<file path="src/rtl/duc_queue.sv">
// Two-entry queue between the front end and the back end.
`timescale 1ns / 1ps
module duc_queue #(
  parameter int W = 8
) (
  input  logic         clk,
  input  logic         rst,
  input  logic         push,
  input  logic [W-1:0] wdata,
  output logic         full,
  input  logic         pop,
  output logic         valid,
  output logic [W-1:0] rdata
);

  logic [1:0][W-1:0] store;
  logic              wptr;
  logic              rptr;
  logic [1:0]        count;

  assign full  = count == 2'd2;
  assign valid = count != 2'd0;
  assign rdata = store[rptr];

  always_ff @(posedge clk) begin
    if (push) begin
      store[wptr] <= wdata;
    end
  end

  always_ff @(posedge clk) begin
    if (rst) begin
      wptr  <= 1'b0;
      rptr  <= 1'b0;
      count <= 2'd0;
    end else begin
      if (push) begin
        wptr <= !wptr;
      end
      if (pop) begin
        rptr <= !rptr;
      end
      count <= count + 2'(push) - 2'(pop);
    end
  end

`ifndef NO_ASSERTIONS
  a_no_overflow: assert property (@(posedge clk) disable iff (rst) push |-> !full || pop)
    else $error("Item written into a full queue.");
  a_no_underflow: assert property (@(posedge clk) disable iff (rst) pop |-> valid)
    else $error("Item taken from an empty queue.");
  a_count_range: assert property (@(posedge clk) disable iff (rst) count != 2'd3)
    else $error("Queue count out of range.");
`endif

endmodule

</file>
<file path="config.mk">
export PLATFORM = sky130hd
export DESIGN_NAME = duc_queue
export DESIGN_NICKNAME = d
export VERILOG_FILES = /design/src/rtl/duc_queue.sv
export SDC_FILE = /design/constraint.sdc
export NUM_CORES = 1
export LEC_CHECK = 0
export ABC_AREA = 1
export BUFFER_PORTS_ARGS = -buffer_cell sky130_fd_sc_hd__buf_2
export CAP_MARGIN = 5
export CORE_MARGIN = 2
export CORE_UTILIZATION = 49
export DETAILED_ROUTE_END_ITERATION = 6
export PLACE_DENSITY = 0.86
export SYNTH_ARGS = -nofsm -noshare
export SYNTH_HDL_FRONTEND = slang
export SYNTH_SLANG_ARGS = --single-unit
</file>
<file path="constraint.sdc">
create_clock -name clk -period 2 [get_ports clk]
set_clock_uncertainty 0.2 [all_clocks]
set_input_delay 0.2 -clock clk [delete_from_list [all_inputs] [get_ports clk]]
set_output_delay 0.2 -clock clk [all_outputs]
set_load 0.01 [all_outputs]
</file>
# Yosys cells after proc, flatten, opt, wreduce, memory -nomap -nowiden
# Cells that the tools add are included.
[word_totals]
ram_bits = 0
mem_bits_ro = 0
ff_bits = 20
out_inout_bits = 10
inputBits = 12
elab_cells = 20
n_memories = 0
latch_bits = 0
[classes]
n_bitwise = 0
n_mul = 0
n_shift = 0
reduce_logical = 4
order_cmp = 3
add_sub_neg = 2
muxes = 5
div = 0
n_eq_ne = 1
[ops]
columns = ["op", "n"]
rows = [
  ["$mux 8", 3],
  ["$bwmux 16", 1],
  ["$demux 8 s1", 1],
  ["$lt 1x2->1 const B", 2],
  ["$add 2x1->2", 1],
  ["$eq 2x2->1 const B", 1],
  ["$logic_not 1->1", 2],
  ["$reduce_bool 2->1", 1],
  ["$sub 2x1->2", 1],
  ["$ge 1x1->1 const B", 1],
  ["$logic_and 1x1->1", 1],
]

# Depth between registers and ports, before layout
[logic_depth]
ltp_word = 5
depth_mapped = 9
depth_no_buf = 9

# Least setup slack after synthesis
# OpenSTA, ideal clock, no wires.
[synth_timing]
path_type = "register -> register"
from = "register count[0]"
to = "register count[1]"
t_arrival_ns = 1.085
stages_incl_launch_ff = 9
setup_slack_ns = 0.600
n_path_buf = 0
required_ns = 1.685
synth_period_minus_slack_ns = 1.400
setup_ns = 0.115
cell_sequence = "dfxtp_1 -> inv_1 -> ha_1 -> inv_1 -> ha_1 -> inv_1 -> nand2_1 -> a21oi_1 -> nor2_1"
[synth_between]
elab_chain_cells = 2
[synth_lines]
columns = ["item", "line", "text"]
rows = [
  ["start, declared", "19", "logic [1:0] count;"],
  ["start signal, assigned", "43", "count <= count + 2'(push) - 2'(pop);"],
  ["$add 2x1->2", "43", ""],
  ["$sub 2x1->2", "43", ""],
]
# Every way passes these cells.
# A chain may end at the register's enable or synchronous reset.

# Worst setup path in the final report
[layout_timing]
from = "register rptr"
to = "output rdata[5]"
[layout_between]
elab_chain_cells = 2
[layout_lines]
columns = ["item", "line", "text"]
rows = [
  ["start, declared", "18", "logic rptr;"],
  ["start signal, assigned", "41", "rptr <= !rptr;"],
  ["$mux 8 (not written as such) (2 in a row)", "23", "assign rdata = store[rptr];"],
  ["end, declared", "13", "output logic [W-1:0] rdata"],
]
# Every way passes these cells. The select of a mux whose other input is x is not followed.

==> impl_results.md <==
- CTS Sinks: 20
- Endpoint type of the worst setup path: output pin
- Met3 WL post-DR: 74 microns
- Post_cts resized: 0
- Antenna cell count: 0
- Port-buffer cells: 21
- Wire per inst: 11.8 microns
- Synth unique cells: 12
- Via count: 496
- Postcts setup bufs: 0
- Max Freq: 539 MHz
- Final Hold Violating Endpoints: 0
- Critical Path, Cell by Cell: mux2_4 > buf_2
- Initial cell density of the core: 52.9%
- Element type at the critical path start: register
- Hold_buf cts: 10
- Sequential share of the synthesized area: 68.7%
- I/O Pins: 22
- Post-Route WL: 1260 microns
- Netlist Area Pre-Place: 816 sq um
- CP required: 1.60 ns
- Synth Warn #: 0
- Clk_lat worst skew: 0.29 ns
- Slowest cell on crit path: dfxtp_1
- Pre-CTS WS: 0.475 ns
- Worst-path fanout max: 9
- CTS tree: yes
- P&R area growth vs syn: 30.7%
- Largest net degree at the start of global routing: 12
- Leakage power: 0.480 nW
- TritonRoute pass-1 iters: 2
- Initial antenna violation count: 0
- DIE WIDTH: 44.8 microns
- Placed insts: 91
- Cts bufs inserted: 3
- Drt initial violations: 7
- Cell count after synthesis: 55
- Unrepaired setup endpoints after global routing: no
- Multi-input logic area: 210 sq um
- NumNets Final: 105
- Die H: 44.8 microns
- Die Area: 2010 sq um
- WL met1: 516 microns
- Drt drc: 0
- Met2 WL post-DR: 664 microns
- Setup violators final: 0
- Drt via density: 4.68
- First-pass GRT wire length: 1920 microns
- Util after Layout: 69.2%
- FF/Latch Area: 561 sq um
- Max-Slew Margin vs Limit: 57.0%
- Top layer in use: met3
- Share of layout cells above drive strength 1: 35.6%
- Type of the worst setup path: register to output pin
- Area of the core: 1540 sq um
- Maximum VDD drop: 0.000544 V
- All-Layer GR Usage: 14.2%
- Clock buffer depth: 2
- Power per cell area: 777 nW/um^2
- Slew Viols, Final: 0
- Number of H-tree levels: 1
- Period Utilization, post-route: 92.7%
- Final worst path period need: 1.85 ns
- Synth Area per Inst: 14.8 sq um
- Max Cap Viol: 0
- Total nets after synthesis: 69
- GR Overflow Total: 0
- Crit path DAT: 1.45 ns
- Root cell of the clock tree: clkbuf_4
- Hold Path Class: register to register
- Rows: 14
- Setup tns final: 0 ns
- Vias in the first global route: 439
- Outcome: finished clean
- Fillers: 127
- Setup WS post-layout: 0.146 ns
- Post-route antenna net violation count: 0
- Worst Tran Pin Value: 0.643 ns
- Flops & latches, synth: 20
- Detailed placement HPWL: 861 microns
- GP Congestion: 0.617
- CP max stage delay: 0.68 ns
- Post-Layout Cell Count: 106
- Clk slew on worst S/H paths: 0.10 ns
[layout make-up]
| class | instances | share of cell area, % |
|---|---|---|
| flip-flops and latches | 20 | 52.6 |
| repair buffers | 32 | 20.2 |
| multi-input cells | 25 | 19.7 |
| inverters | 9 | 3.17 |
| clock buffers | 3 | 2.11 |
| well taps | 16 | 1.88 |
| clock inverters | 1 | 0.352 |
[cells by family (layout without fill, tap and decap cells)]
kind of cell | after synthesis | count (layout) | synth area share, %
xor+xnor | 1 | 1 | 1.07
fa+ha+maj | 2 | 2 | 3.07
mux | 8 | 8 | 14.7
simple gates | 13 | 13 | 6.29
flops | 20 | 20 | 68.7
compound gates | 1 | 1 | 0.613
buf+inv | 10 | 45 | 5.52
[power by group]
part | switching (mW) | leakage [nW] | internal (mW) | total, mW
logic | 0.0647 | 0.281 | 0.0817 | 0.146
clock network | 0.114 | 0.0154 | 0.0726 | 0.187
registers | 0.0164 | 0.184 | 0.478 | 0.495
[Yosys cell counts, drive strengths merged]
library cell  count  area share [%]
nor3              1            0.61
edfxtp           16              59
ha                2             3.1
nand2             5             2.3
nor2              6             2.8
nand3             1            0.61
dfxtp             4             9.8
buf               1             1.4
xnor2             1             1.1
mux2              8              15
inv               9             4.1
a21oi             1            0.61
[state kept, by name, summed over array words and instances (netlist names)]
name / cells
count: 2
rptr: 1
store: 16
wptr: 1
[metal layers]
metal  global-route usage (%)  vias to the layer above
met4                     7.06                        0
met2                     24.3                       16
met5                        0                        -
met3                     6.00                        0
met1                     15.0                      223
li1                         -                      257
[critical path: cells and delay by family, from the launching register on]
kind,cells,cell delay (ns)
flops,1,0.68
buf+inv,1,0.14
mux,1,0.35
[through the flow]
| step | cell area (sq um) | power, mW | hold WS (ns) |
|---|---|---|---|
| after detailed placement | 930 | 0.636 | 0.192 |
| after CTS | 1060 | 0.840 | 0.00223 |
| after global placement | 930 | 0.629 | 0.188 |
| after floorplan | 816 | 0.591 | 0.0712 |
| final | 1070 | 0.828 | 0.337 |
| after global routing | 1070 | 0.875 | 0.367 |
[layout by cell type, fill, tap and decap left out, drive strengths merged]
| cell type | count |
|---|---|
| buf | 21 |
| edfxtp | 16 |
| dlygate4sd3 | 11 |
| inv | 9 |
| mux2 | 8 |
| nor2 | 6 |
| nand2 | 5 |
| dfxtp | 4 |
| clkbuf | 3 |
| ha | 2 |
| nor3 | 1 |
| xnor2 | 1 |
| a21oi | 1 |
| nand3 | 1 |
| clkinv | 1 |
[path summary, 6_finish.rpt]
| kind | start | end | slack, ns | cells past startpoint |
|---|---|---|---|---|
| setup / recovery | rptr$_SDFFE_PP0P_ | rdata[5] | 0.15 | 2 |
| hold / removal | wptr$_SDFFE_PP0P_ | wptr$_SDFFE_PP0P_ | 0.34 | 2 |
| setup reg to reg | count[0]$_SDFF_PP0_ | count[1]$_SDFF_PP0_ | 0.54 | 8 |
| hold reg to reg | wptr$_SDFFE_PP0P_ | wptr$_SDFFE_PP0P_ | 0.34 | 2 |
No activity file was read; power rests on OpenSTA's default activity.
