$ cat config.mk
export PLATFORM = sky130hd
export DESIGN_NAME = duc_front
export DESIGN_NICKNAME = d
export VERILOG_FILES = /design/src/rtl/duc_pkg.sv /design/src/rtl/duc_front.sv
export SDC_FILE = /design/constraint.sdc
export NUM_CORES = 1
export LEC_CHECK = 0
export BUFFER_PORTS_ARGS = -buffer_cell sky130_fd_sc_hd__buf_2
export CORE_MARGIN = 2
export CORE_UTILIZATION = 49
export CTS_CLUSTER_SIZE = 28
export DETAILED_ROUTE_END_ITERATION = 12
export MAX_ROUTING_LAYER = met4
export PLACE_DENSITY = 0.77
export SLEW_MARGIN = 20
export SYNTH_ARGS = -nofsm -noshare
export SYNTH_HDL_FRONTEND = slang
export SYNTH_SLANG_ARGS = --single-unit
export TNS_END_PERCENT = 10
$ cat constraint.sdc
create_clock -name clk -period 7.8 [get_ports clk]
set_input_delay 1.95 -clock clk [delete_from_list [all_inputs] [get_ports clk]]
set_output_delay 1.95 -clock clk [all_outputs]
set_load 0.005 [all_outputs]
$ cat src/rtl/duc_pkg.sv
// Package with the item types, register map and exponential factor table.
`timescale 1ns / 1ps
package duc_pkg;

  localparam int MaxSlicesDefault = 256;
  localparam int CostBits         = 16;
  localparam int HeightBits       = 16;
  localparam int WeightSteps      = 11;
  localparam logic [63:0] ExpStepQ32 = 64'd4268311668;

  typedef enum logic [1:0] {
    REG_SLICE_COUNT = 2'd0
  } reg_addr_t;

  typedef struct packed {
    logic [CostBits-1:0]   cost;
    logic [HeightBits-1:0] height;
  } in_item_t;

  typedef struct packed {
    logic [15:0] uncertainty;
    logic        weight_underflow;
  } out_item_t;

  // F(0) = exp(-25.5/4096) in Q0.32, F(b+1) = round(F(b)^2 / 2^32).
  function automatic logic [WeightSteps-1:0][31:0] exp_factors();
    logic [63:0] f;
    logic [WeightSteps-1:0][31:0] t;
    f = ExpStepQ32;
    for (int b = 0; b < WeightSteps; b++) begin
      t[b] = f[31:0];
      f = (f * f + 64'h8000_0000) >> 32;
    end
    return t;
  endfunction

endpackage

$ cat src/rtl/duc_front.sv
// Front end: accepts cost items and assigns each its slice number within the pixel.
`timescale 1ns / 1ps
module duc_front #(
  parameter int MAX_SLICES = duc_pkg::MaxSlicesDefault,
  parameter int KW = $clog2(MAX_SLICES),
  parameter int SW = $clog2(MAX_SLICES + 1)
) (
  input  logic             clk,
  input  logic             rst,
  input  logic             in_valid,
  output logic             in_stall,
  input  logic [8:0]       slice_count,
  input  logic             q_full,
  output logic             push,
  output logic [KW-1:0]    push_k,
  output logic [SW-1:0]    push_s,
  output logic             push_last
);

  logic [KW-1:0] slice_index;
  logic [11:0]   cnt_ext;
  logic [11:0]   s_ext;
  logic [11:0]   k_ext;

  always_comb begin
    cnt_ext = 12'(slice_count);
    if (cnt_ext == 12'd0) begin
      s_ext = 12'd1;
    end else if (cnt_ext > 12'(MAX_SLICES)) begin
      s_ext = 12'(MAX_SLICES);
    end else begin
      s_ext = cnt_ext;
    end
    k_ext = 12'(slice_index);
    if (k_ext >= s_ext) begin
      k_ext = s_ext - 12'd1;
    end
  end

  assign push_s    = SW'(s_ext);
  assign push_k    = KW'(k_ext);
  assign push_last = (k_ext + 12'd1) >= s_ext;
  assign in_stall  = q_full;
  assign push      = in_valid && !q_full;

  always_ff @(posedge clk) begin
    if (rst) begin
      slice_index <= '0;
    end else if (push) begin
      slice_index <= push_last ? '0 : KW'(k_ext + 12'd1);
    end
  end

endmodule

# Word-level counts from Yosys, hierarchy flattened
# Index checks and enable logic that the tools add are counted.
word_totals:
  register_bits: 8
  latch_bits: 0
  ramBits: 0
  rom_bits: 0
  in_bits: 13
  elab_cells: 13
  mem_count: 0
classes:
  n_addsub: 2
  multipliers: 0
  div: 0
  magnitude_cmp: 3
  eq_ne: 0
  shifts: 0
  n_mux: 4
  bitwise: 0
  n_reduce_logical: 3
ops:
  columns: ["op", "count"]
  rows:
  - ["$mux 9", 2]
  - ["$add 12x1->12 const B", 1]
  - ["$ge 12x12->1", 1]
  - ["$ge 8x12->1", 1]
  - ["$mux 12", 1]
  - ["$sub 12x1->12 const B", 1]
  - ["$gt 9x9->1 const B", 1]
  - ["$logic_not 9->1", 1]
  - ["$mux 8", 1]
  - ["$logic_and 1x1->1", 1]
  - ["$logic_not 1->1", 1]

# Logic depth before layout (Yosys ltp)
depth:
  ltp_word: 8
  ltp_mapped: 28
  ltp_nobuf: 26

# Worst setup path after synthesis
# Ideal clock, no wire load.
synth_path:
  path_kind: "input port to output port"
  start: "input port slice_count[8]"
  end: "output port push_last"
  t_arrival_ps: 6005
  required_ps: 5850
  slack_ps: -155
  stages: 24
  path_cell_list: "buf_4 or2_1 nand3b_4 nor3_1 a21oi_1 inv_1 ha_1 nor3b_2 nor2_1 nor4_4 o32ai_4 buf_2 a21oi_1 ha_1 nand2_1 nor2_1 nand3_1 xnor2_1 a21o_1 ha_1 a211oi_1 o21ai_0 a221oi_2 inv_1"
synth_between:
  elab_chain_cells: 7
synth_lines:
  columns: ["item", "line", "text"]
  rows:
  - ["start: declaration", "duc_front.sv:12", "input logic [8:0] slice_count,"]
  - ["$gt 9x9->1", "duc_front.sv:29", "end else if (cnt_ext > 12'(MAX_SLICES)) begin"]
  - ["$mux 9", "duc_front.sv:29", null]
  - ["$mux 9 (*)", "duc_front.sv:27", "if (cnt_ext == 12'd0) begin"]
  - ["net push_s[0]", "duc_front.sv:16", "output logic [SW-1:0] push_s,"]
  - ["$sub 12x1->12 or $ge 8x12->1 (tied branches)", "duc_front.sv:36, duc_front.sv:35", null]
  - ["$mux 12 (*)", "duc_front.sv:35", "if (k_ext >= s_ext) begin"]
  - ["net push_k[1]", "duc_front.sv:15", "output logic [KW-1:0] push_k,"]
  - ["$add 12x1->12 (*)", null, null]
  - ["$ge 12x12->1 (*)", "duc_front.sv:42", "assign push_last = (k_ext + 12'd1) >= s_ext;"]
  - ["end: declaration", "duc_front.sv:17", "output logic push_last"]
# Mark *: on every way through the listed nets, which the timed path passes. The rest lies on a longest branch.

# Worst setup path after layout
layout_path:
  start: "input port slice_count[8]"
  end: "output port push_last"
layout_between:
  elab_chain_cells: 7
layout_lines:
  columns: ["item", "line"]
  rows:
  - ["$gt 9x9->1", "duc_front.sv:29"]
  - ["$mux 9", "duc_front.sv:29"]
  - ["$mux 9 (*)", "duc_front.sv:27"]
  - ["$sub 12x1->12 or $ge 8x12->1 (tied branches)", "duc_front.sv:36, duc_front.sv:35"]
  - ["$mux 12", "duc_front.sv:35"]
  - ["$add 12x1->12", null]
  - ["$ge 12x12->1 (*)", "duc_front.sv:42"]
# Mark *: on every way between the ends. The rest lies on a longest branch, timed or not.

==> metrics.md <==
| Metric | Value |
|---|---|
| Nets@finish | 271 |
| Met2 Wirelength | 2.420 mm |
| Share of cells above drive strength 1 | 46.41% |
| Post-synthesis cell type count | 47 |
| Mapped Area | 1358 um^2 |
| FF-to-FF Start | slice_index[5]$_SDFFE_PP0P_ |
| Final Setup Violations | 1 |
| Boundary pin count | 33 |
| Max transition margin | 58.77% |
| DR vias | 1600 |
| GR Overflow Total | 0 |
| Area growth syn-to-layout | 45.81% |
| Clock sinks | 8 |
| Minimum clock period | 8.009 ns |
| Post-synthesis register bit count | 8 |
| Max Fclk | 124.9 MHz |
| Critical Path RT | 5.85 ns |
| Chip height | 56.64 um |
| Fin Hold WS | 0.4941 ns |
| Initial Utilization | 50.54% |
| Clock skew | 0.004517 ns |
| Met3 wire length | 374 um |
| Clock Tree Buf Depth | 2 |
| Final GP Congestion | 0.9730 |
| RSZ-0062 raised after global routing | true |
| HPWL after DPL | 3.279 mm |
| Max Cap Viol | 0 |
| Final hold violations | 0 |
| CTS root buf | clkbuf_4 |
| Max-slew violations | 0 |
| VDD IR max | 0.0001148 V |
| Outcome | finished with violations |
| Antenna fix cells | 0 |
| TritonCTS Buffers | 3 |
| Yosys warning count | 0 |
| Crit-path max FO | 4 |
| Startpoint class of the critical path | primary input |
| Starting DRT DRC Count | 69 |
| Syn_area_per_cell | 7.893 um^2 |
| FF-to-FF path depth | 17 |
| Vias per cell | 5.970 |
| Core Box Area | 2686 um^2 |
| Clock latency on the worst-skew pair | 0.25 ns |
| Critical Path AT | 6.06 ns |
| Cells on Worst Hold Path | 2 |
| First-pass GRT wire length | 7.196 mm |
| Largest net degree at the start of global routing | 13 |
| Pre-antenna DRT Iters | 4 |
| Pwr dens | 94.32 nW/um^2 |
| Die area | 3208 um^2 |
| Clk pin slew, worst setup/hold paths | 0.05 ns |
| # DRC | 0 |
| Hold_sp | slice_index[0]$_SDFFE_PP0P_ |
| Worst Hold Class | reg -> reg |
| Chip Width | 56.64 um |
| Top_reg_cell synth | dfxtp_1 |
| LEAKAGE | 1.011 nW |
| Violated checks | negative setup slack |
| Setup ws final | -0.2090 ns |
| Antenna Violating Nets Remaining | 0 |
| Initial antenna violation count | 0 |
| Crit path from | slice_count[8] |
| Worst Tran Pin Value | 0.6120 ns |
| Mean routed wirelength per cell | 17.94 um |
| Global Route Usage Sum | 29.41% |
| Vias in the first global route | 1544 |
| Largest regs | slice_index x8 |
| Largest register FFs | 8 |
| Met1 WL | 1.856 mm |
| Port buffer count | 32 |
| Top Metal Used | met4 |
| Fin Setup TNS | -0.2090 ns |
| Final wirelength | 4.809 mm |
| Synth Instances | 172 |
| CTS tree | yes |
| Seq/Total Area, Yosys | 11.80% |
| H-tree lvl count | 1 |
| CP endpoint kind | output pin |
| FFs w/ async S/R, synth | 0% |
| Final Cycle Share | 102.7% |
| Reg with most FFs | slice_index |
| Row Count | 19 |
| Crit Path Class | in -> out |
| Net Count, Synth | 204 |
| Post-synth EDFFs | 0 |
[cells in the final DEF (no fill, tap or decap), drive strengths merged, types with 2 or more instances in the layout]
cell type	n
a211oi	2
a21o	2
a21oi	8
a22o	5
and3	2
buf	67
clkbuf	3
dfxtp	8
ha	19
inv	13
mux2	5
mux2i	2
nand2	19
nand2b	4
nand3	11
nor2	12
nor3	4
nor3b	3
o211ai	4
o21a	3
o21ai	9
o32a	2
xnor2	6
xor2	7
[worst paths after layout]
check | slack (ns) | end
max | -0.21 | push_last
min reg2reg | 0.49 | slice_index[0]$_SDFFE_PP0P_
max reg2reg | 3.24 | slice_index[2]$_SDFFE_PP0P_
min | 0.49 | slice_index[0]$_SDFFE_PP0P_
[report_power, final]
group | total (mW) | switching, mW | leakage [nW] | internal, mW
clock | 0.0316 | 0.0140 | 0.0138 | 0.0176
combinational | 0.111 | 0.0596 | 0.932 | 0.0509
sequential | 0.0446 | 0.00229 | 0.0647 | 0.0423
total | 0.187 | 0.0759 | 1.01 | 0.111
[critical path: stages]
cell and delay (ns):
buf_2 0.12, or2_1 0.25, nand3b_4 0.18, nor3_4 0.13, a21oi_2 0.06, inv_2 0.09, ha_4 0.21, nor3b_4 0.22
nor2_2 0.09, nor4_4 0.22, o32ai_4 0.17, mux2i_2 0.26, ha_2 0.25, buf_4 0.16, nand3_1 0.14, xor2_2 0.22
a21oi_2 0.08, ha_2 0.19, a21o_1 0.17, a211oi_2 0.26, o21ai_2 0.11, a221oi_2 0.32, inv_1 0.07, buf_2 0.13
[cell usage after synthesis (2+ instances only)]
library cell  count  share of area [%]
ha_1             19                 18
nand2_1          19                5.3
inv_1            13                3.6
nor2_1           12                3.3
nand3_1          11                4.1
a21oi_1           8                2.9
dfxtp_1           8                 12
o21ai_0           7                2.6
xor2_1            7                4.5
xnor2_1           6                3.9
a22o_1            5                3.2
mux2_2            5                4.1
nand2b_1          4                1.8
nor3_1            4                1.5
o21a_1            3                1.7
a21o_1            2                1.1
and3_1            2               0.92
buf_2             2               0.74
buf_4             2                1.1
mux2i_1           2                1.5
nor3b_1           2                1.1
o211ai_1          2                1.1
o211ai_2          2                1.8
o32a_1            2                1.5
[timing repair]
item | CTS | global route
setup endpoints to repair | 1 | 1
pin swaps | 17 | 15
resized for setup | 15 | 16
hold buffers | 0 | 0
gates cloned | 0 | 0
setup buffers | 7 | 3
[final cells by class]
type	instances	area [um^2]
clock buffers	3	22.52
multi-input cells	145	1272
well taps	31	38.79
inverters	14	52.55
fillers	191	706.9
repair buffers	67	432.9
flip-flops and latches	8	160.2
[cell families after synthesis]
kind of cell | count (synthesis) | synth area share, %
AO/OA/AOI/OAI | 43 | 25.53
adder cells (fa/ha/maj) | 19 | 17.51
AND/OR/NAND/NOR | 63 | 25.16
flip-flops | 8 | 11.80
XOR/XNOR | 13 | 8.387
buffers and inverters | 19 | 5.990
multiplexers | 7 | 5.622
[per-layer routing]
metal	up-vias	GRT usage [%]
li1	757	-
met1	725	35.92
met2	94	50.33
met3	24	4.839
met4	0	7.143
met5	-	-
[through the flow]
stage | cells | total power, mW | cell area, um^2 | setup WS (ns) | utilization [%]
CTS | 265 | 0.1733 | 1873 | 0.006070 | 69.73
global route | 268 | 0.1977 | 1979 | -0.3983 | 73.68
detailed placement | 255 | 0.1358 | 1722 | -0.07541 | 64.09
finish | 268 | 0.1867 | 1979 | -0.2090 | 73.68
floorplan | 172 | 0.1015 | 1366 | 0.01570 | -
global placement | 255 | 0.1326 | 1722 | 0.1039 | 64.09
(Power assumes the default switching activity.)
